<file path="src/hw/rtl/cbrd_pkg.sv">
// Shared types and constants of the cartridge bank register decoder.
`default_nettype none

package cbrd_pkg;

    // Bus event codes carried by the func field.
    localparam logic [2:0] FUNC_REG_READ   = 3'd0;
    localparam logic [2:0] FUNC_REG_WRITE  = 3'd1;
    localparam logic [2:0] FUNC_WINDOW     = 3'd2;
    localparam logic [2:0] FUNC_COLD_START = 3'd3;
    localparam logic [2:0] FUNC_BANK_RESET = 3'd4;

    // Register offsets within the I/O page.
    localparam logic [7:0] REG_OS_BANK    = 8'hE1;
    localparam logic [7:0] REG_CLOCK      = 8'hE2;
    localparam logic [7:0] REG_CART_BANK  = 8'hE4;
    localparam logic [4:0] REG_IDE_HI     = 5'b11110;  // F0..F7
    localparam logic [5:0] REG_CTL_HI     = 6'b111110; // F8..FB
    localparam logic [7:0] REG_IDE_CTL    = 8'hF8;
    localparam logic [7:0] REG_IDE_STATUS = 8'hF9;
    localparam logic [7:0] REG_ID_0       = 8'hFC;
    localparam logic [7:0] REG_ID_1       = 8'hFD;
    localparam logic [7:0] REG_ID_2       = 8'hFE;
    localparam logic [7:0] REG_ID_3       = 8'hFF;

    // Constant bytes returned by reads.
    localparam logic [7:0] CTL_READ_BYTE  = 8'h32;
    localparam logic [7:0] ID0_SWITCH_ON  = 8'h53;
    localparam logic [7:0] ID0_SWITCH_OFF = 8'h20;
    localparam logic [7:0] ID1_BYTE       = 8'h49;
    localparam logic [7:0] ID2_BYTE       = 8'h44;
    localparam logic [7:0] ID3_BYTE       = 8'h45;
    localparam logic [7:0] RTC_DATA_BYTE  = 8'h08;
    localparam logic [7:0] IDE_IDLE_BYTE  = 8'hFF;

    // Bank value of the top register after reset.
    localparam logic [5:0] CART_BANK_INIT = 6'h20;

    // Storage access codes.
    localparam logic [1:0] IDE_NONE  = 2'd0;
    localparam logic [1:0] IDE_READ  = 2'd1;
    localparam logic [1:0] IDE_WRITE = 2'd2;

    // Configuration register indexes.
    localparam logic CFG_SWITCH  = 1'b0;
    localparam logic CFG_PRESENT = 1'b1;

    // One result item.
    typedef struct packed {
        logic [7:0]  read_data;
        logic        read_valid;
        logic [18:0] flash_addr;
        logic        left_window_active;
        logic        right_window_active;
        logic        left_subcart_active;
        logic [1:0]  ide_access;
        logic [2:0]  ide_reg;
        logic [7:0]  ide_write_data;
        logic        ide_rst;
        logic        rtc_write;
        logic [2:0]  rtc_pins;
    } t_result;

endpackage

`default_nettype wire

</file>
<file path="src/hw/rtl/cartridge_bank_register_decoder_top.sv">
// Top level of the cartridge bank register decoder: state, decode and output skid stage.
//
//  channel  | handshake              | payload
//  ---------+------------------------+-------------------------------------------
//  input    | i_valid / o_ready      | i_func, i_reg_offset, i_write_data, ...
//  result   | o_valid / i_ready      | o_read_data, o_flash_addr, o_ide_*, ...
//  config   | i_cfg_valid / o_cfg_ready | i_cfg_index, i_cfg_data
//
// An item is decoded in the cycle it is accepted and its result is registered, so one
// item can be taken every cycle while the skid register is empty.
// A skid register behind the result register holds one more result when the
// result side stalls; o_ready drops only while that skid register is full.
// Reset (synchronous, active low) restores the bank and storage state.
// Configuration writes are always accepted and are registered when taken.
`default_nettype none

module cartridge_bank_register_decoder_top (
    input  wire logic        i_clk,
    input  wire logic        i_rst_n,
    // Configuration port
    input  wire logic        i_cfg_valid,
    output logic             o_cfg_ready,
    input  wire logic        i_cfg_index,
    input  wire logic        i_cfg_data,
    // Input item channel
    input  wire logic        i_valid,
    output logic             o_ready,
    input  wire logic [2:0]  i_func,
    input  wire logic [7:0]  i_reg_offset,
    input  wire logic [7:0]  i_write_data,
    input  wire logic [13:0] i_cart_offset,
    input  wire logic [7:0]  i_ide_read_data,
    input  wire logic        i_rtc_data_out,
    input  wire logic        i_left_window_en,
    input  wire logic        i_right_window_en,
    // Result item channel
    output logic             o_valid,
    input  wire logic        i_ready,
    output logic [7:0]       o_read_data,
    output logic             o_read_valid,
    output logic [18:0]      o_flash_addr,
    output logic             o_left_window_active,
    output logic             o_right_window_active,
    output logic             o_left_subcart_active,
    output logic [1:0]       o_ide_access,
    output logic [2:0]       o_ide_reg,
    output logic [7:0]       o_ide_write_data,
    output logic             o_ide_rst,
    output logic             o_rtc_write,
    output logic [2:0]       o_rtc_pins
);

    // Configuration registers.
    logic r_sdx_switch, r_block_present;

    // Bank and storage state.
    logic [7:0] r_sdx_latch, n_sdx_latch;
    logic [7:0] r_top_latch, n_top_latch;
    logic [5:0] r_sdx_bank, n_sdx_bank;
    logic       r_sdx_off, n_sdx_off;
    logic       r_top_enable, n_top_enable;
    logic [5:0] r_cart_bank, n_cart_bank;
    logic       r_top_left_en, n_top_left_en;
    logic       r_top_right_en, n_top_right_en;
    logic [5:0] r_offset_bank, n_offset_bank;
    logic       r_ide_enabled, n_ide_enabled;
    logic       r_ide_removed, n_ide_removed;
    logic       r_ide_rst_req, n_ide_rst_req;

    // Result and skid registers.
    cbrd_pkg::t_result r_out, r_skid, n_result;
    logic              r_out_valid, r_skid_valid;

    logic in_fire, out_fire, cfg_fire;
    logic ide_ok, is_ide_reg, is_ctl_reg, do_bank_update, do_bank_reset;
    logic sdx_read, top_read, top_left_read;

    assign o_cfg_ready = 1'b1;
    assign cfg_fire    = i_cfg_valid & o_cfg_ready;
    assign o_ready     = ~r_skid_valid;
    assign in_fire     = i_valid & o_ready;
    assign o_valid     = r_out_valid;
    assign out_fire    = r_out_valid & i_ready;

    assign ide_ok     = r_ide_enabled & r_block_present;
    assign is_ide_reg = (i_reg_offset[7:3] == cbrd_pkg::REG_IDE_HI);
    assign is_ctl_reg = (i_reg_offset[7:2] == cbrd_pkg::REG_CTL_HI);

    // Next bank and storage state for the item at the inputs.
    always_comb begin
        n_sdx_latch     = r_sdx_latch;
        n_top_latch     = r_top_latch;
        n_sdx_bank      = r_sdx_bank;
        n_sdx_off       = r_sdx_off;
        n_top_enable    = r_top_enable;
        n_cart_bank     = r_cart_bank;
        n_top_left_en   = r_top_left_en;
        n_top_right_en  = r_top_right_en;
        n_ide_enabled   = r_ide_enabled;
        n_ide_removed   = r_ide_removed;
        n_ide_rst_req   = r_ide_rst_req;
        do_bank_update  = 1'b0;
        do_bank_reset   = (i_func == cbrd_pkg::FUNC_COLD_START) ||
                          (i_func == cbrd_pkg::FUNC_BANK_RESET);

        if (do_bank_reset) begin
            // Both latches decode as if zero had been written.
            n_sdx_latch    = '0;
            n_sdx_off      = 1'b0;
            n_sdx_bank     = '0;
            n_top_enable   = 1'b1;
            n_top_latch    = '0;
            n_top_right_en = 1'b0;
            n_top_left_en  = 1'b1;
            n_cart_bank    = cbrd_pkg::CART_BANK_INIT;
            do_bank_update = 1'b1;
        end else if (i_func == cbrd_pkg::FUNC_REG_WRITE) begin
            if (i_reg_offset == cbrd_pkg::REG_OS_BANK) begin
                n_sdx_latch    = i_write_data;
                n_sdx_off      = i_write_data[7];
                n_sdx_bank     = i_write_data[7] ? 6'd0 : i_write_data[5:0];
                n_top_enable   = ~i_write_data[6];
                do_bank_update = 1'b1;
            end else if (i_reg_offset == cbrd_pkg::REG_CART_BANK) begin
                n_top_latch    = i_write_data;
                n_top_right_en = i_write_data[6];
                n_top_left_en  = ~i_write_data[7];
                // 16K mode forces the low bank bit.
                n_cart_bank    = {~i_write_data[5], i_write_data[4:1],
                                  i_write_data[0] | i_write_data[6]};
                do_bank_update = 1'b1;
            end else if (is_ctl_reg) begin
                if (i_reg_offset == cbrd_pkg::REG_IDE_STATUS && r_block_present) begin
                    n_ide_removed = 1'b0;
                end
                n_ide_enabled = ~i_write_data[7];
                if (i_reg_offset == cbrd_pkg::REG_IDE_CTL) begin
                    n_ide_rst_req = ~i_write_data[0];
                end
            end
        end

        if (i_func == cbrd_pkg::FUNC_COLD_START) begin
            n_ide_rst_req   = 1'b1;
            n_ide_enabled   = 1'b1;
            n_ide_removed   = ~r_block_present;
        end

        // Bank offset follows the selected source and holds when none is.
        n_offset_bank = r_offset_bank;
        if (do_bank_update) begin
            if (r_sdx_switch && !n_sdx_off) begin
                n_offset_bank = n_sdx_bank;
            end else if (n_top_enable || !r_sdx_switch) begin
                n_offset_bank = n_cart_bank;
            end
        end
    end

    // Result fields for the item at the inputs.
    always_comb begin
        n_result = '0;

        unique case (i_func)
            cbrd_pkg::FUNC_REG_READ: begin
                n_result.read_valid = 1'b1;
                if (i_reg_offset == cbrd_pkg::REG_OS_BANK) begin
                    n_result.read_data = r_sdx_latch;
                end else if (i_reg_offset == cbrd_pkg::REG_CLOCK) begin
                    n_result.read_data = i_rtc_data_out ? cbrd_pkg::RTC_DATA_BYTE : 8'd0;
                end else if (i_reg_offset == cbrd_pkg::REG_CART_BANK) begin
                    n_result.read_data = r_top_latch;
                end else if (is_ide_reg) begin
                    if (ide_ok) begin
                        n_result.read_data  = i_ide_read_data;
                        n_result.ide_access = cbrd_pkg::IDE_READ;
                        n_result.ide_reg    = i_reg_offset[2:0];
                    end else begin
                        n_result.read_data = cbrd_pkg::IDE_IDLE_BYTE;
                    end
                end else if (i_reg_offset == cbrd_pkg::REG_IDE_CTL) begin
                    n_result.read_data = cbrd_pkg::CTL_READ_BYTE;
                end else if (i_reg_offset == cbrd_pkg::REG_IDE_STATUS) begin
                    n_result.read_data = {7'd0, r_ide_removed};
                end else if (i_reg_offset == cbrd_pkg::REG_ID_0) begin
                    n_result.read_data = r_sdx_switch ? cbrd_pkg::ID0_SWITCH_ON
                                                      : cbrd_pkg::ID0_SWITCH_OFF;
                end else if (i_reg_offset == cbrd_pkg::REG_ID_1) begin
                    n_result.read_data = cbrd_pkg::ID1_BYTE;
                end else if (i_reg_offset == cbrd_pkg::REG_ID_2) begin
                    n_result.read_data = cbrd_pkg::ID2_BYTE;
                end else if (i_reg_offset == cbrd_pkg::REG_ID_3) begin
                    n_result.read_data = cbrd_pkg::ID3_BYTE;
                end else begin
                    n_result.read_valid = 1'b0;
                end
            end
            cbrd_pkg::FUNC_REG_WRITE: begin
                if (i_reg_offset == cbrd_pkg::REG_CLOCK) begin
                    n_result.rtc_write = 1'b1;
                    n_result.rtc_pins  = {i_write_data[2], ~i_write_data[1], i_write_data[0]};
                end else if (is_ide_reg && ide_ok) begin
                    n_result.ide_access     = cbrd_pkg::IDE_WRITE;
                    n_result.ide_reg        = i_reg_offset[2:0];
                    n_result.ide_write_data = i_write_data;
                end
            end
            cbrd_pkg::FUNC_WINDOW: begin
                // The upper 8K half uses the full bank; the lower half its even partner.
                n_result.flash_addr = {r_offset_bank[5:1],
                                       i_cart_offset[13] & r_offset_bank[0],
                                       i_cart_offset[12:0]};
            end
            default: begin
            end
        endcase

        // Window outputs come from the state after the item.
        sdx_read      = r_sdx_switch & ~n_sdx_off;
        top_read      = n_top_enable | ~r_sdx_switch;
        top_left_read = top_read & n_top_left_en;
        n_result.left_window_active  = i_left_window_en & (sdx_read | top_left_read);
        n_result.right_window_active = i_right_window_en & top_read & ~sdx_read &
                                       n_top_right_en;
        n_result.left_subcart_active = sdx_read | top_left_read;
        n_result.ide_rst             = n_ide_rst_req | ~r_block_present;
    end

    // Bank and storage state registers.
    always_ff @(posedge i_clk) begin
        if (!i_rst_n) begin
            r_sdx_latch     <= '0;
            r_top_latch     <= '0;
            r_sdx_bank      <= '0;
            r_sdx_off       <= 1'b0;
            r_top_enable    <= 1'b1;
            r_cart_bank     <= cbrd_pkg::CART_BANK_INIT;
            r_top_left_en   <= 1'b1;
            r_top_right_en  <= 1'b0;
            r_offset_bank   <= '0;
            r_ide_enabled   <= 1'b1;
            r_ide_removed   <= 1'b1;
            r_ide_rst_req   <= 1'b1;
        end else if (in_fire) begin
            r_sdx_latch     <= n_sdx_latch;
            r_top_latch     <= n_top_latch;
            r_sdx_bank      <= n_sdx_bank;
            r_sdx_off       <= n_sdx_off;
            r_top_enable    <= n_top_enable;
            r_cart_bank     <= n_cart_bank;
            r_top_left_en   <= n_top_left_en;
            r_top_right_en  <= n_top_right_en;
            r_offset_bank   <= n_offset_bank;
            r_ide_enabled   <= n_ide_enabled;
            r_ide_removed   <= n_ide_removed;
            r_ide_rst_req   <= n_ide_rst_req;
        end else if (cfg_fire && i_cfg_index == cbrd_pkg::CFG_SWITCH) begin
            // A new switch setting re-selects the bank source.
            if (i_cfg_data && !r_sdx_off) begin
                r_offset_bank <= r_sdx_bank;
            end else if (r_top_enable || !i_cfg_data) begin
                r_offset_bank <= r_cart_bank;
            end
        end
    end

    // Configuration registers.
    always_ff @(posedge i_clk) begin
        if (!i_rst_n) begin
            r_sdx_switch    <= 1'b1;
            r_block_present <= 1'b0;
        end else if (cfg_fire) begin
            if (i_cfg_index == cbrd_pkg::CFG_SWITCH) begin
                r_sdx_switch <= i_cfg_data;
            end else begin
                r_block_present <= i_cfg_data;
            end
        end
    end

    // Result register with a skid register behind it.
    always_ff @(posedge i_clk) begin
        if (!i_rst_n) begin
            r_out_valid  <= 1'b0;
            r_skid_valid <= 1'b0;
        end else if (r_skid_valid) begin
            if (out_fire) begin
                r_skid_valid <= 1'b0;
            end
        end else if (in_fire) begin
            if (r_out_valid && !out_fire) begin
                r_skid_valid <= 1'b1;
            end else begin
                r_out_valid <= 1'b1;
            end
        end else if (out_fire) begin
            r_out_valid <= 1'b0;
        end
    end

    // Result payload moves without reset.
    always_ff @(posedge i_clk) begin
        if (r_skid_valid) begin
            if (out_fire) begin
                r_out <= r_skid;
            end
        end else if (in_fire) begin
            if (r_out_valid && !out_fire) begin
                r_skid <= n_result;
            end else begin
                r_out <= n_result;
            end
        end
    end

    assign o_read_data           = r_out.read_data;
    assign o_read_valid          = r_out.read_valid;
    assign o_flash_addr          = r_out.flash_addr;
    assign o_left_window_active  = r_out.left_window_active;
    assign o_right_window_active = r_out.right_window_active;
    assign o_left_subcart_active = r_out.left_subcart_active;
    assign o_ide_access          = r_out.ide_access;
    assign o_ide_reg             = r_out.ide_reg;
    assign o_ide_write_data      = r_out.ide_write_data;
    assign o_ide_rst             = r_out.ide_rst;
    assign o_rtc_write           = r_out.rtc_write;
    assign o_rtc_pins            = r_out.rtc_pins;

    // The skid register is only filled behind a full result register.
    a_skid_behind_out: assert property (@(posedge i_clk) disable iff (!i_rst_n)
        r_skid_valid |-> r_out_valid)
        else $error("skid register full while result register empty");

    // A full skid register stays full until the result side takes an item.
    a_skid_holds: assert property (@(posedge i_clk) disable iff (!i_rst_n)
        r_skid_valid && !i_ready |=> r_skid_valid)
        else $error("skid register lost an item");

    // A storage write never drives the read bus or the clock pins.
    a_ide_write_exclusive: assert property (@(posedge i_clk) disable iff (!i_rst_n)
        r_out_valid && r_out.ide_access == cbrd_pkg::IDE_WRITE |->
            !r_out.read_valid && !r_out.rtc_write)
        else $error("storage write mixed with read or clock write");

    // Storage access codes stay within their defined set.
    a_ide_code: assert property (@(posedge i_clk) disable iff (!i_rst_n)
        r_out_valid |-> (r_out.ide_access == cbrd_pkg::IDE_NONE ||
                         r_out.ide_access == cbrd_pkg::IDE_READ ||
                         r_out.ide_access == cbrd_pkg::IDE_WRITE))
        else $error("undefined storage access code");

endmodule

`default_nettype wire

</file>
<file path="config.mk">
export PLATFORM = sky130hd
export DESIGN_NAME = cartridge_bank_register_decoder_top
export DESIGN_NICKNAME = d
export VERILOG_FILES = /design/src/hw/rtl/cbrd_pkg.sv /design/src/hw/rtl/cartridge_bank_register_decoder_top.sv
export SDC_FILE = /design/constraint.sdc
export NUM_CORES = 1
export LEC_CHECK = 0
export ABC_CLOCK_PERIOD_IN_PS = 10400
export BUFFER_PORTS_ARGS = -buffer_cell sky130_fd_sc_hd__buf_2
export CORE_UTILIZATION = 55
export CTS_BUF_LIST = sky130_fd_sc_hd__clkbuf_8 sky130_fd_sc_hd__clkbuf_16
export CTS_CLUSTER_SIZE = 25
export DETAILED_ROUTE_END_ITERATION = 10
export GPL_ROUTABILITY_DRIVEN = 0
export PLACE_DENSITY = 0.78
export SYNTH_ARGS = -nofsm -noshare
export SYNTH_HDL_FRONTEND = slang
export SYNTH_SLANG_ARGS = --single-unit
</file>
<file path="constraint.sdc">
create_clock -name i_clk -period 10.4 [get_ports i_clk]
set_input_delay 1.56 -clock i_clk [delete_from_list [all_inputs] [get_ports i_clk]]
set_output_delay 1.56 -clock i_clk [all_outputs]
set_load 0.005 [all_outputs]
</file>
### After elaboration in Yosys (flattened, before gate mapping)

Index checks and enable logic that the tools add are counted.

* output and inout port bits: 52
* register bits: 143
* input port bits: 51
* word-level logic and storage cells: 231

* equality and inequality tests: 24
* muxes and demuxes: 107
* reductions and logical operators: 35
* bitwise gates (word level): 25

Operator list (count)
* 49-bit two-way mux: 4
* 8-bit two-way mux: 13
* 6-bit two-way mux: 15
* 8-bit == test, second input constant: 9
* 1-bit two-way mux: 55
* 7-bit two-way mux: 7
* 4-bit two-way mux: 8
* 13-bit two-way mux: 2
* 19-bit two-way mux: 1
* 2-bit nonzero test: 9
* 3-bit AND reduction: 4
* 1-bit inverter: 11
* 1-bit AND: 10
* 2-bit by 1-bit inequality test with 1-bit output, second input constant: 5
* 5-bit case mux with 2 select lines: 1
* 9-bit two-way mux: 1
* 4-bit AND reduction: 2
* 7-bit AND reduction: 1
* 3-bit by 2-bit == test with 1-bit output, second input constant: 2
* 6-bit == test, second input constant: 1
* 1-bit logical AND: 6
* 2-bit inequality test, second input constant: 3
* 6-bit AND reduction: 1
* 5-bit == test, second input constant: 1
* 9 further kinds: 19

### Depth between registers and ports, before layout

Gate-level depths: netlist of run 1.

* word-level depth: 15
* depth in mapped cells: 9
* mapped depth without buffers: 6

### Worst setup path after synthesis of run 1

OpenSTA, ideal clock, no wires.

* kind: input port to flip-flop
* from: input port i_valid
* to: register r_out, in the netlist o_flash_addr[0], enable pin
* library setup time: 472 ps
* slack: 5268 ps
* arrival: 4660 ps
* required time: 9928 ps
* stages: 5
* path buffers: 2
* path through: nor2b_1 -> clkbuf_1 -> clkbuf_1 -> a21oi_1 -> a21oi_1

* cells in the longest elaborated chain, start to end: 3

RTL lines
* start, declared: line cartridge_bank_register_decoder_top.sv:26 `input wire logic i_valid,`
* 1-bit AND: line cartridge_bank_register_decoder_top.sv:81 `assign in_fire = i_valid & o_ready;`
* 2-bit nonzero test (no source line)
* 3-bit AND reduction (no source line)
* end signal, assigned: line cartridge_bank_register_decoder_top.sv:305 `r_out <= r_skid;`
* end signal, assigned: line cartridge_bank_register_decoder_top.sv:311 `r_out <= n_result;`
* end, declared: line cartridge_bank_register_decoder_top.sv:71 `cbrd_pkg::t_result r_out, r_skid, n_result;`

Every way passes these cells.
A chain may end at the register's enable or synchronous reset.

==> insert_results.sql, run 1 <==
INSERT INTO impl_metrics (metric_group, metric, value, unit) VALUES
('synthesis', 'postSynthRegisterBits', '143', ''),
('power', 'leakage', '0.00294', 'µW'),
('sta', 'timing.final.setup_violations', '0', ''),
('cells_and_area', 'largest_register_ff_count', '49', ''),
('cells_and_area', 'layout_common_cells', '101 x sky130_fd_sc_hd__buf_2, 98 x sky130_fd_sc_hd__edfxtp_1, 71 x sky130_fd_sc_hd__nand2_1', ''),
('floorplan', 'die_area', '12500', 'µm²'),
('worst_hold_path', 'hp-start', 'r_offset_bank[5]$_SDFFE_PN0P_', ''),
('synthesis', 'synth-warning-count', '0', ''),
('synthesis', 'asr_flop_ratio_synth', '0', '%'),
('critical_path', 'setup.worst_path.start_class', 'input pin', ''),
('flow_run', 'max_cap_viol_count', '0', ''),
('synthesis', 'mappedNetlistArea', '6650', 'µm²'),
('detailed_routing', 'vias_per_cell', '6.03', ''),
('floorplan', 'floorplan.core_area', '11600', 'µm²'),
('synthesis', 'synth_simple_gate_area_share', '16.6', '%'),
('sta', 'worst-slew-pin-transition', '1150', 'ps'),
('floorplan', 'die_height', '112', 'µm'),
('synthesis', 'synth.distinct_cells', '60', ''),
('floorplan', 'chipWidth', '112', 'µm'),
('sta', 'final_critical_period', '3530', 'ps'),
('critical_path', 'crit_path_max_cell_delay', '520', 'ps'),
('sta', 'setup_total_negative_slack', '0', 'ps'),
('grt', 'grt_use_total', '25.9', '%'),
('synthesis', 'synth_edf_count', '98', ''),
('grt', 'grt_max_degree', '51', ''),
('worst_hold_path', 'min_delay_worst_endpoint', 'r_offset_bank[5]$_SDFFE_PN0P_', ''),
('power', 'powerDensity', '176', 'nW/µm²'),
('grt', 'antenna_found_initial', '0', ''),
('sta', 'hold_viol_final', '0', ''),
('sta', 'min_period_over_period', '34.0', '%'),
('grt', 'grt_overflow_total', '0', ''),
('sta', 'max-slew-margin-rel', '23.3', '%'),
('synthesis', 'combinational_family_with_the_most_area_after_synthesis', 'simple AND/OR/NAND/NOR gates', ''),
('clock_network', 'tritoncts', 'yes', ''),
('critical_path', 'ff2ff_path_depth', '5', ''),
('critical_path', 'cp.arrival', '3700', 'ps'),
('synthesis', 'dominantRegCellSynth', 'sky130_fd_sc_hd__edfxtp_1', ''),
('cells_and_area', 'fillCellCount', '872', ''),
('power', 'pwr-share-comb', '7.9', '%'),
('floorplan', 'floorplan.rows', '39', ''),
('clock_network', 'postCtsSetupRepairBufs', '0', ''),
('clock_network', 'longest_clk_path_bufs', '2', ''),
('detailed_routing', 'detail_route.drc_violations', '6', ''),
('detailed_routing', 'routed-via-count', '4959', ''),
('detailed_routing', 'routed_wirelength', '15300', 'µm'),
('cells_and_area', 'layout_commonest_cell', 'sky130_fd_sc_hd__buf_2', ''),
('synthesis', 'synthAdderAreaFrac', '0', '%'),
('critical_path', 'crit_chain', 'buf_2, nor3b_2, and3_1, nor2_1, o32ai_1, nand2_1, mux2_2', ''),
('synthesis', 'synth.area.mux_share', '9.57', '%'),
('power', 'finalPower', '1380', 'µW'),
('synthesis', 'synth_compound_gate_area_share', '12.8', '%'),
('synthesis', 'yosysSeqAreaShare', '57.8', '%'),
('synthesis', 'syn_nets', '630', ''),
('critical_path', 'setup.worst_path.end_class', 'flop', ''),
('critical_path', 'crit-reg2reg-capture', 'o_read_data[6]$_DFFE_PP_', ''),
('cells_and_area', 'final_net_count', '718', ''),
('detailed_routing', 'postRouteAntennaNets', '0', ''),
('grt', 'first_global_vias', '4892', ''),
('clock_network', 'clkTransAtPathRegs', '60', 'ps'),
('run_status', 'run_status', 'finished, violations left', ''),
('power', 'max-vdd-ir-drop', '0.0891', 'mV'),
('critical_path', 'slowest_stage', 'sky130_fd_sc_hd__nor3b_2', ''),
('cells_and_area', 'area.growth.synth_to_final', '17.9', '%'),
('sta', 'maxSlewViolCount', '0', ''),
('critical_path', 'worstPathMaxFanout', '16', ''),
('placed_design', 'detailed_place_hpwl', '10200', 'µm'),
('run_status', 'failed_checks', 'design-rule violations', ''),
('critical_path', 'r2r_path_start', 'r_skid_valid$_SDFF_PN0_', ''),
('critical_path', 'timing.setup.critical_path_class', 'input pin to flop', ''),
('worst_hold_path', 'min-delay-path-class', 'flop to flop', ''),
('critical_path', 'timing.reg2reg.setup_slack', '7900', 'ps');
-- critical path: cells and delay by family --
family | cells | cell delay [ps]
AOI/OAI and AO/OA | 1 | 330
buffers and inverters | 1 | 240
muxes | 1 | 310
and+or+nand+nor | 4 | 1250
-- worst max path at each step --
stage | slack, ps | end | from
3_3_place_gp | 6600 | o_left_subcart_active$_DFFE_PP_ | i_reg_offset[2]
5_1_grt | 6640 | o_left_subcart_active$_DFFE_PP_ | i_reg_offset[2]
6_report | 6870 | o_left_subcart_active$_DFFE_PP_ | i_reg_offset[2]
2_1_floorplan | 5270 | o_flash_addr[0]$_DFFE_PP_ | i_valid
4_1_cts | 6930 | o_left_subcart_active$_DFFE_PP_ | i_reg_offset[2]
3_5_place_dp | 6500 | o_left_subcart_active$_DFFE_PP_ | i_reg_offset[2]
-- power groups by stage --
| stage | combinational (µW) | sequential [µW] | clock, µW |
|---|---|---|---|
| detailed placement | 108 | 656 | 0 |
| global placement | 105 | 655 | 0 |
| floorplan | 61.3 | 657 | 0 |
| CTS | 109 | 645 | 630 |
| finish | 109 | 645 | 622 |
| global route | 119 | 647 | 652 |
-- cells by family after synthesis --
| family | after synthesis |
|---|---|
| XOR/XNOR | 1 |
| AO/OA/AOI/OAI | 122 |
| buffers and inverters | 47 |
| multiplexers | 58 |
| AND/OR/NAND/NOR | 207 |
| other | 1 |
| flip-flops | 143 |
-- layer usage --
metal | GRT usage (%) | part of all wire [%] | up-vias
met3 | 5.88 | 7.5 | 43
li1 | - | - | 2319
met1 | 33.8 | 42 | 2352
met4 | 16.4 | 3.5 | 0
met5 | 0 | 0 | -
met2 | 39.1 | 46 | 245
-- final cells by class --
class	count	area, µm²	area share [%]
clock buffer	18	439	5.60
timing repair buffer	107	551	7.03
tap	143	179	2.28
clock inverter	14	174	2.22
sequential	143	3840	49.0
inverter	9	33.8	0.431
multi-input combinational	389	2620	33.4
-- stage by stage --
stage               cell area (µm²)  cells  worst slack [ps]  hold slack [ps]
finish                         7840    823              6870              456
global route                   7840    823              6640              483
CTS                            7840    823              6930              456
detailed placement             7220    791              6500              452
global placement               7220    791              6600              441
floorplan                      6650    579              5270              424
-- cells in the mapped netlist (9+ instances only) --
| cell type | number | area (µm²) |
|---|---|---|
| sky130_fd_sc_hd__a21boi_0 | 11 | 82.6 |
| sky130_fd_sc_hd__edfxtp_1 | 98 | 2940 |
| sky130_fd_sc_hd__mux2_2 | 44 | 495 |
| sky130_fd_sc_hd__nand3_1 | 11 | 55.1 |
| sky130_fd_sc_hd__mux2i_1 | 14 | 140 |
| sky130_fd_sc_hd__and2_1 | 35 | 219 |
| sky130_fd_sc_hd__nand2_1 | 71 | 267 |
| sky130_fd_sc_hd__clkbuf_1 | 29 | 109 |
| sky130_fd_sc_hd__a21oi_1 | 20 | 100 |
| sky130_fd_sc_hd__o21ai_0 | 14 | 70.1 |
| sky130_fd_sc_hd__o211ai_1 | 9 | 67.6 |
| sky130_fd_sc_hd__a22oi_1 | 19 | 143 |
| sky130_fd_sc_hd__dfxtp_1 | 45 | 901 |
| sky130_fd_sc_hd__nor2b_1 | 23 | 144 |
| sky130_fd_sc_hd__nor2_1 | 19 | 71.3 |
Power figures use the tool's default switching activity.
==> run 2: changes to the inputs <==
- ABC_CLOCK_PERIOD_IN_PS: 10400 -> 3600
- clock period: 10.4 -> 3.6 ns (I/O delays scaled with it)
==> run 2 against run 1 <==
The flow still finishes with violations (design-rule violations). Critical path type is now flop to primary output. Design area decreased by 0.42%. Critical endpoint is now o_ready. Die area unchanged. Via count increased by 1.1%. Sequential cell count unchanged. Worst hold slack got worse by 73 ps. Largest cell class unchanged.
==> insert_results.sql, run 2 (synthesized netlist as in run 1, its figures left out) <==
INSERT INTO impl_metrics (metric_group, metric, value, unit) VALUES
('clock_network', 'ctsResizeCount', '0', ''),
('grt', 'grt_max_degree', '51', ''),
('critical_path', 'worstSetupStartpoint', 'r_skid_valid$_SDFF_PN0_', ''),
('clock_network', 'clk-insertion-delay-late', '430', 'ps'),
('cells_and_area', 'largest_register_ff_count', '49', ''),
('detailed_routing', 'detail_route.drc_violations', '6', ''),
('critical_path', 'worstPathMaxFanout', '45', ''),
('critical_path', 'slowest_stage', 'sky130_fd_sc_hd__inv_2', ''),
('cells_and_area', 'area.growth.synth_to_final', '17.4', '%'),
('placed_design', 'detailed_place_hpwl', '10700', 'µm'),
('floorplan', 'die_area', '12500', 'µm²'),
('critical_path', 'crit-reg2reg-capture', 'r_offset_bank[0]$_SDFFE_PN0P_', ''),
('clock_network', 'postCtsSetupRepairBufs', '0', ''),
('sta', 'final_critical_period', '2530', 'ps'),
('floorplan', 'floorplan.rows', '39', ''),
('sta', 'fin_hold_ws', '383', 'ps'),
('critical_path', 'crit_buf_inv', '2', ''),
('detailed_routing', 'routed-via-count', '5015', ''),
('cells_and_area', 'layout_common_cells', '101 x sky130_fd_sc_hd__buf_2, 98 x sky130_fd_sc_hd__edfxtp_1, 71 x sky130_fd_sc_hd__nand2_1', ''),
('cells_and_area', 'layout_commonest_cell', 'sky130_fd_sc_hd__buf_2', ''),
('clock_network', 'longest_clk_path_bufs', '2', ''),
('clock_network', 'cts_inserted_buffers', '17', ''),
('critical_path', 'setup.worst_path.start_class', 'flop', ''),
('clock_network', 'ctsHtreeMaxLevel', '4', ''),
('grt', 'antenna_found_initial', '0', ''),
('clock_network', 'tritoncts', 'yes', ''),
('detailed_routing', 'postRouteAntennaNets', '0', ''),
('floorplan', 'floorplan.core_area', '11600', 'µm²'),
('placed_design', 'dpl_worst_slack', '701', 'ps'),
('cells_and_area', 'regMostFlops', 'r_skid', ''),
('cells_and_area', 'fillCellCount', '898', ''),
('clock_network', 'clkSinkCount', '143', ''),
('worst_hold_path', 'min_delay_worst_endpoint', 'r_skid_valid$_SDFF_PN0_', ''),
('sta', 'fmax', '396', 'MHz'),
('detailed_routing', 'drt-wirelength-per-cell', '18.8', 'µm'),
('worst_hold_path', 'hp-start', 'i_valid', ''),
('floorplan', 'chipWidth', '112', 'µm'),
('placed_design', 'place.detailed.instances', '794', ''),
('power', 'max-vdd-ir-drop', '0.275', 'mV'),
('cells_and_area', 'antenna-diode-count', '0', ''),
('sta', 'timing.final.setup_violations', '0', ''),
('sta', 'max-slew-margin-rel', '32.5', '%'),
('critical_path', 'setup.worst_path.end_class', 'primary output', ''),
('critical_path', 'crit_chain', 'inv_2, buf_2', ''),
('detailed_routing', 'vias_per_cell', '6.07', ''),
('sta', 'finalClockSkew', '8.17', 'ps'),
('run_status', 'failed_checks', 'design-rule violations', ''),
('floorplan', 'io_pins', '103', ''),
('sta', 'min_period_over_period', '70.2', '%'),
('clock_network', 'clk_root_buffer_cell', 'sky130_fd_sc_hd__clkbuf_16', ''),
('power', 'leakage', '0.00292', 'µW'),
('grt', 'grt_overflow_total', '0', ''),
('flow_run', 'max_cap_viol_count', '0', ''),
('sta', 'postLayoutSetupSlackWorst', '1070', 'ps'),
('cells_and_area', 'final-instance-count-excl-fill', '826', ''),
('clock_network', 'clkTransAtPathRegs', '60', 'ps'),
('critical_path', 'ff2ff_path_depth', '6', ''),
('critical_path', 'crit_path_max_cell_delay', '820', 'ps'),
('power', 'powerDensity', '487', 'nW/µm²'),
('detailed_routing', 'detailedRoute.firstPassIterationCount', '8', ''),
('critical_path', 'r2r_path_start', 'r_skid_valid$_SDFF_PN0_', ''),
('grt', 'grt_use_total', '25.6', '%'),
('run_status', 'run_status', 'finished, violations left', ''),
('critical_path', 'cp_top_family', 'buffers and inverters', ''),
('cells_and_area', 'register_area', '3840', 'µm²'),
('floorplan', 'initial_utilization', '57.2', '%'),
('critical_path', 'timing.reg2reg.setup_slack', '1290', 'ps'),
('sta', 'maxSlewViolCount', '0', ''),
('power', 'finalPower', '3800', 'µW'),
('sta', 'worst-slew-pin-transition', '1010', 'ps'),
('floorplan', 'die_height', '112', 'µm'),
('detailed_routing', 'routed_wirelength', '15500', 'µm'),
('placed_design', 'port_buffers', '101', ''),
('sta', 'setup_total_negative_slack', '0', 'ps'),
('sta', 'rsz0062_at_grt', 'false', ''),
('cells_and_area', 'final_net_count', '721', ''),
('sta', 'hold_viol_final', '0', ''),
('worst_hold_path', 'worst_hold_path.num_cells', '3', ''),
('cells_and_area', 'drive_above_1_share', '28.8', '%'),
('cells_and_area', 'multiInputGateArea', '2610', 'µm²'),
('critical_path', 'path_depth', '2', ''),
('grt', 'first_global_vias', '4752', ''),
('clock_network', 'cts_hold_buf', '0', ''),
('critical_path', 'critPathRequiredTime', '3060', 'ps'),
('worst_hold_path', 'min-delay-path-class', 'input pin to flop', ''),
('critical_path', 'timing.setup.critical_path_class', 'flop to primary output', ''),
('critical_path', 'cp.arrival', '1990', 'ps'),
('detailed_routing', 'first_iter_violations', '532', ''),
('grt', 'grt_first_pass_wirelength', '24400', 'µm');
## run 2: worst max-delay path by stage
stage | endpoint | slack [ps]
2_1_floorplan | o_flash_addr[0]$_DFFE_PP_ | 580
3_3_place_gp | r_offset_bank[0]$_SDFFE_PN0P_ | 840
3_5_place_dp | o_left_subcart_active$_DFFE_PP_ | 700
4_1_cts | o_ready | 1050
5_1_grt | o_left_subcart_active$_DFFE_PP_ | 910
6_report | o_ready | 1070
## run 2: final cells by class
class | count | area share, %
tap | 143 | 2.29
inverter | 9 | 0.433
sequential | 143 | 49.3
timing repair buffer | 110 | 7.50
multi-input combinational | 389 | 33.5
clock buffer | 17 | 5.45
clock inverter | 15 | 1.60
## run 2: per-stage QoR
step,util [%],cell area (µm²)
after floorplan,-,6650
after global placement,62.5,7250
after detailed placement,62.5,7250
after CTS,67.2,7800
after global routing,67.2,7800
final,67.2,7800
## run 2: where the power goes
part           internal, µW  switching (µW)  leakage, µW
sequential             1830            26.2      0.00125
clock                   900             718     0.000270
combinational           131             190      0.00140
total                  2870             934      0.00292
## run 2: worst min-delay path, stage by stage
cell and delay, ps:
sky130_fd_sc_hd__buf_2 100, sky130_fd_sc_hd__a21oi_1 60, sky130_fd_sc_hd__nor2_1 70
## run 2: per-layer routing
metal	vias to the layer above	wire (µm)	global-route usage (%)
li1	2325	-	-
met1	2386	6490	34.0
met2	253	7360	39.5
met3	51	1260	6.10
met4	0	429	12.7
met5	-	0	0
==> run 3: changes to the inputs <==
- ABC_CLOCK_PERIOD_IN_PS: 3600 -> 2400
- clock period: 3.6 -> 2.4 ns (I/O delays scaled with it)
==> run 3 against run 2 <==
The flow still finishes with violations (design-rule violations). Via count is 0.76% higher. Clock skew is 2.8 ps lower. Sequential cell count stayed put. Sequential share of layout area is 1.2 points lower. Routed wire length is 0.51% lower. Register-to-register slack worse by 750 ps. Design area is 2.5% higher. Final cell count is 2.5% higher. Non-clock buffer count is 21 higher.
==> insert_results.sql, run 3 (synthesized netlist as in run 1, its figures left out) <==
INSERT INTO impl_metrics (metric_group, metric, value, unit) VALUES
('run_status', 'run_status', 'finished, violations left', ''),
('run_status', 'failed_checks', 'design-rule violations', ''),
('floorplan', 'floorplan.core_area', '11600', 'µm²'),
('cells_and_area', 'area.growth.synth_to_final', '20.4', '%'),
('clock_network', 'clk-insertion-delay-late', '420', 'ps'),
('critical_path', 'crit-reg2reg-capture', 'o_read_data[3]$_DFFE_PP_', ''),
('clock_network', 'ctsHtreeMaxLevel', '4', ''),
('sta', 'rsz0062_at_grt', 'false', ''),
('sta', 'max-slew-margin-rel', '32.0', '%'),
('sta', 'maxSlewViolCount', '0', ''),
('critical_path', 'worstPathMaxFanout', '12', ''),
('critical_path', 'ff2ff_path_depth', '6', ''),
('power', 'leakage', '0.00304', 'µW'),
('worst_hold_path', 'min-delay-path-class', 'input pin to flop', ''),
('sta', 'setup_total_negative_slack', '0', 'ps'),
('floorplan', 'die_area', '12500', 'µm²'),
('critical_path', 'worstSetupStartpoint', 'i_func[1]', ''),
('detailed_routing', 'drt-wirelength-per-cell', '18.3', 'µm'),
('detailed_routing', 'detail_route.drc_violations', '10', ''),
('sta', 'fmax', '520', 'MHz'),
('detailed_routing', 'routed-via-count', '5053', ''),
('cells_and_area', 'layout_common_cells', '101 x sky130_fd_sc_hd__buf_2, 98 x sky130_fd_sc_hd__edfxtp_1, 71 x sky130_fd_sc_hd__nand2_1', ''),
('grt', 'antenna_found_initial', '0', ''),
('clock_network', 'ctsResizeCount', '0', ''),
('power', 'powerDensity', '723', 'nW/µm²'),
('sta', 'finalClockSkew', '5.41', 'ps'),
('cells_and_area', 'layout_commonest_cell', 'sky130_fd_sc_hd__buf_2', ''),
('power', 'max-vdd-ir-drop', '0.460', 'mV'),
('sta', 'min_period_over_period', '80.2', '%'),
('floorplan', 'die_height', '112', 'µm'),
('detailed_routing', 'detailedRoute.firstPassIterationCount', '8', ''),
('floorplan', 'initial_utilization', '57.2', '%'),
('cells_and_area', 'antenna-diode-count', '0', ''),
('detailed_routing', 'first_iter_violations', '540', ''),
('critical_path', 'setup.worst_path.end_class', 'flop', ''),
('grt', 'grt_overflow_total', '0', ''),
('cells_and_area', 'largest_register_ff_count', '49', ''),
('clock_network', 'cts_inserted_buffers', '17', ''),
('power', 'p_seq_share', '48.2', '%'),
('critical_path', 'cp.arrival', '2100', 'ps'),
('power', 'p_sw', '1310', 'µW'),
('critical_path', 'timing.reg2reg.setup_slack', '540', 'ps'),
('sta', 'final_critical_period', '1920', 'ps'),
('cells_and_area', 'final_net_count', '742', ''),
('placed_design', 'port_buffers', '101', ''),
('placed_design', 'detailed_place_hpwl', '10700', 'µm'),
('critical_path', 'slowest_stage', 'sky130_fd_sc_hd__o221ai_2', ''),
('power', 'finalPower', '5780', 'µW'),
('critical_path', 'critPathRequiredTime', '2580', 'ps'),
('critical_path', 'r2r_path_start', 'r_block_present$_SDFFE_PN0P_', ''),
('worst_hold_path', 'min_delay_worst_endpoint', 'r_skid_valid$_SDFF_PN0_', ''),
('worst_hold_path', 'hp-start', 'i_ready', ''),
('critical_path', 'crit_top_cell', 'sky130_fd_sc_hd__buf_4', ''),
('floorplan', 'floorplan.rows', '39', ''),
('grt', 'grt_first_pass_wirelength', '25400', 'µm'),
('power', 'netSwitchingFraction', '22.6', '%'),
('clock_network', 'clkSinkCount', '143', ''),
('critical_path', 'timing.setup.critical_path_class', 'input pin to flop', ''),
('sta', 'timing.final.setup_violations', '0', ''),
('clock_network', 'clk_root_buffer_cell', 'sky130_fd_sc_hd__clkbuf_16', ''),
('floorplan', 'chipWidth', '112', 'µm'),
('flow_run', 'max_cap_viol_count', '0', ''),
('critical_path', 'crit_path_max_cell_delay', '310', 'ps'),
('cells_and_area', 'drive_above_1_share', '30.7', '%'),
('critical_path', 'setup.worst_path.start_class', 'input pin', ''),
('sta', 'worst-slew-pin-transition', '1020', 'ps'),
('clock_network', 'postCtsSetupRepairBufs', '0', ''),
('clock_network', 'tritoncts', 'yes', ''),
('clock_network', 'longest_clk_path_bufs', '2', ''),
('clock_network', 'cts_hold_buf', '0', ''),
('grt', 'grt_max_degree', '46', ''),
('cells_and_area', 'regMostFlops', 'r_skid', ''),
('clock_network', 'clkTransAtPathRegs', '60', 'ps'),
('floorplan', 'io_pins', '103', ''),
('power', 'pwr-share-comb', '8.8', '%'),
('cells_and_area', 'fillCellCount', '845', ''),
('power', 'clock_power_share', '43.0', '%'),
('critical_path', 'crit_chain', 'buf_2, and4b_1, and3_1, buf_4, o221ai_2, buf_4, nand2_1, mux2_2', ''),
('sta', 'hold_viol_final', '0', ''),
('grt', 'grt_use_total', '26.8', '%'),
('worst_hold_path', 'worst_hold_path.num_cells', '4', ''),
('detailed_routing', 'postRouteAntennaNets', '0', ''),
('power', 'internal_power', '4480', 'µW'),
('detailed_routing', 'vias_per_cell', '5.97', ''),
('detailed_routing', 'routed_wirelength', '15500', 'µm'),
('grt', 'first_global_vias', '5008', '');
==> run 3: critical path, delay by kind of cell <==
family                 cells  cell delay (ps)
AOI/OAI and AO/OA          1              310
muxes                      1              280
and+or+nand+nor            3              570
buffers and inverters      3              580
==> run 3: cell type report <==
type / count / area (µm²) / share of cell area, %
sequential: 143 / 3840 / 48.0
multi-input combinational: 389 / 2620 / 32.7
timing repair buffer: 131 / 756 / 9.44
clock buffer: 22 / 517 / 6.46
tap: 143 / 179 / 2.24
clock inverter: 10 / 56.3 / 0.704
inverter: 9 / 33.8 / 0.422
==> run 3: power groups by stage <==
stage	clock, µW	sequential, µW	combinational, µW
final	2490	2790	508
after global routing	2610	2800	551
after CTS	2510	2790	505
after detailed placement	0	2840	502
after global placement	0	2830	486
after floorplan	0	2840	269
==> run 3: metrics by stage <==
step / hold WS (ps) / area, µm² / util [%] / std cells / setup slack (ps)
finish: 211 / 8000 / 68.9 / 847 / 476
detailed placement: 435 / 7430 / 64.0 / 815 / 55.0
global placement: 442 / 7430 / 64.0 / 815 / 101
floorplan: 424 / 6660 / - / 579 / 62.6
global route: 221 / 8000 / 68.9 / 847 / 307
CTS: 194 / 8000 / 68.9 / 847 / 502
==> run 3: worst max path at each step <==
stage / to / depth (start not counted)
floorplan: o_flash_addr[0]$_DFFE_PP_ / 6
global placement: r_offset_bank[0]$_SDFFE_PN0P_ / 6
detailed placement: o_left_subcart_active$_DFFE_PP_ / 8
CTS: o_left_subcart_active$_DFFE_PP_ / 8
global route: r_sdx_bank[3]$_SDFFE_PN0P_ / 8
finish: o_left_subcart_active$_DFFE_PP_ / 8
==> run 3: per-layer routing <==
layer  share of wire (%)  GRT usage, %  routed length (µm)  up-vias
met2                  48          42.3                7390      207
met3                 7.1          6.21                1100       45
met5                   0             0                   0        -
met4                 2.7          13.1                 418        0
li1                    -             -                   -     2368
met1                  42          34.9                6560     2433
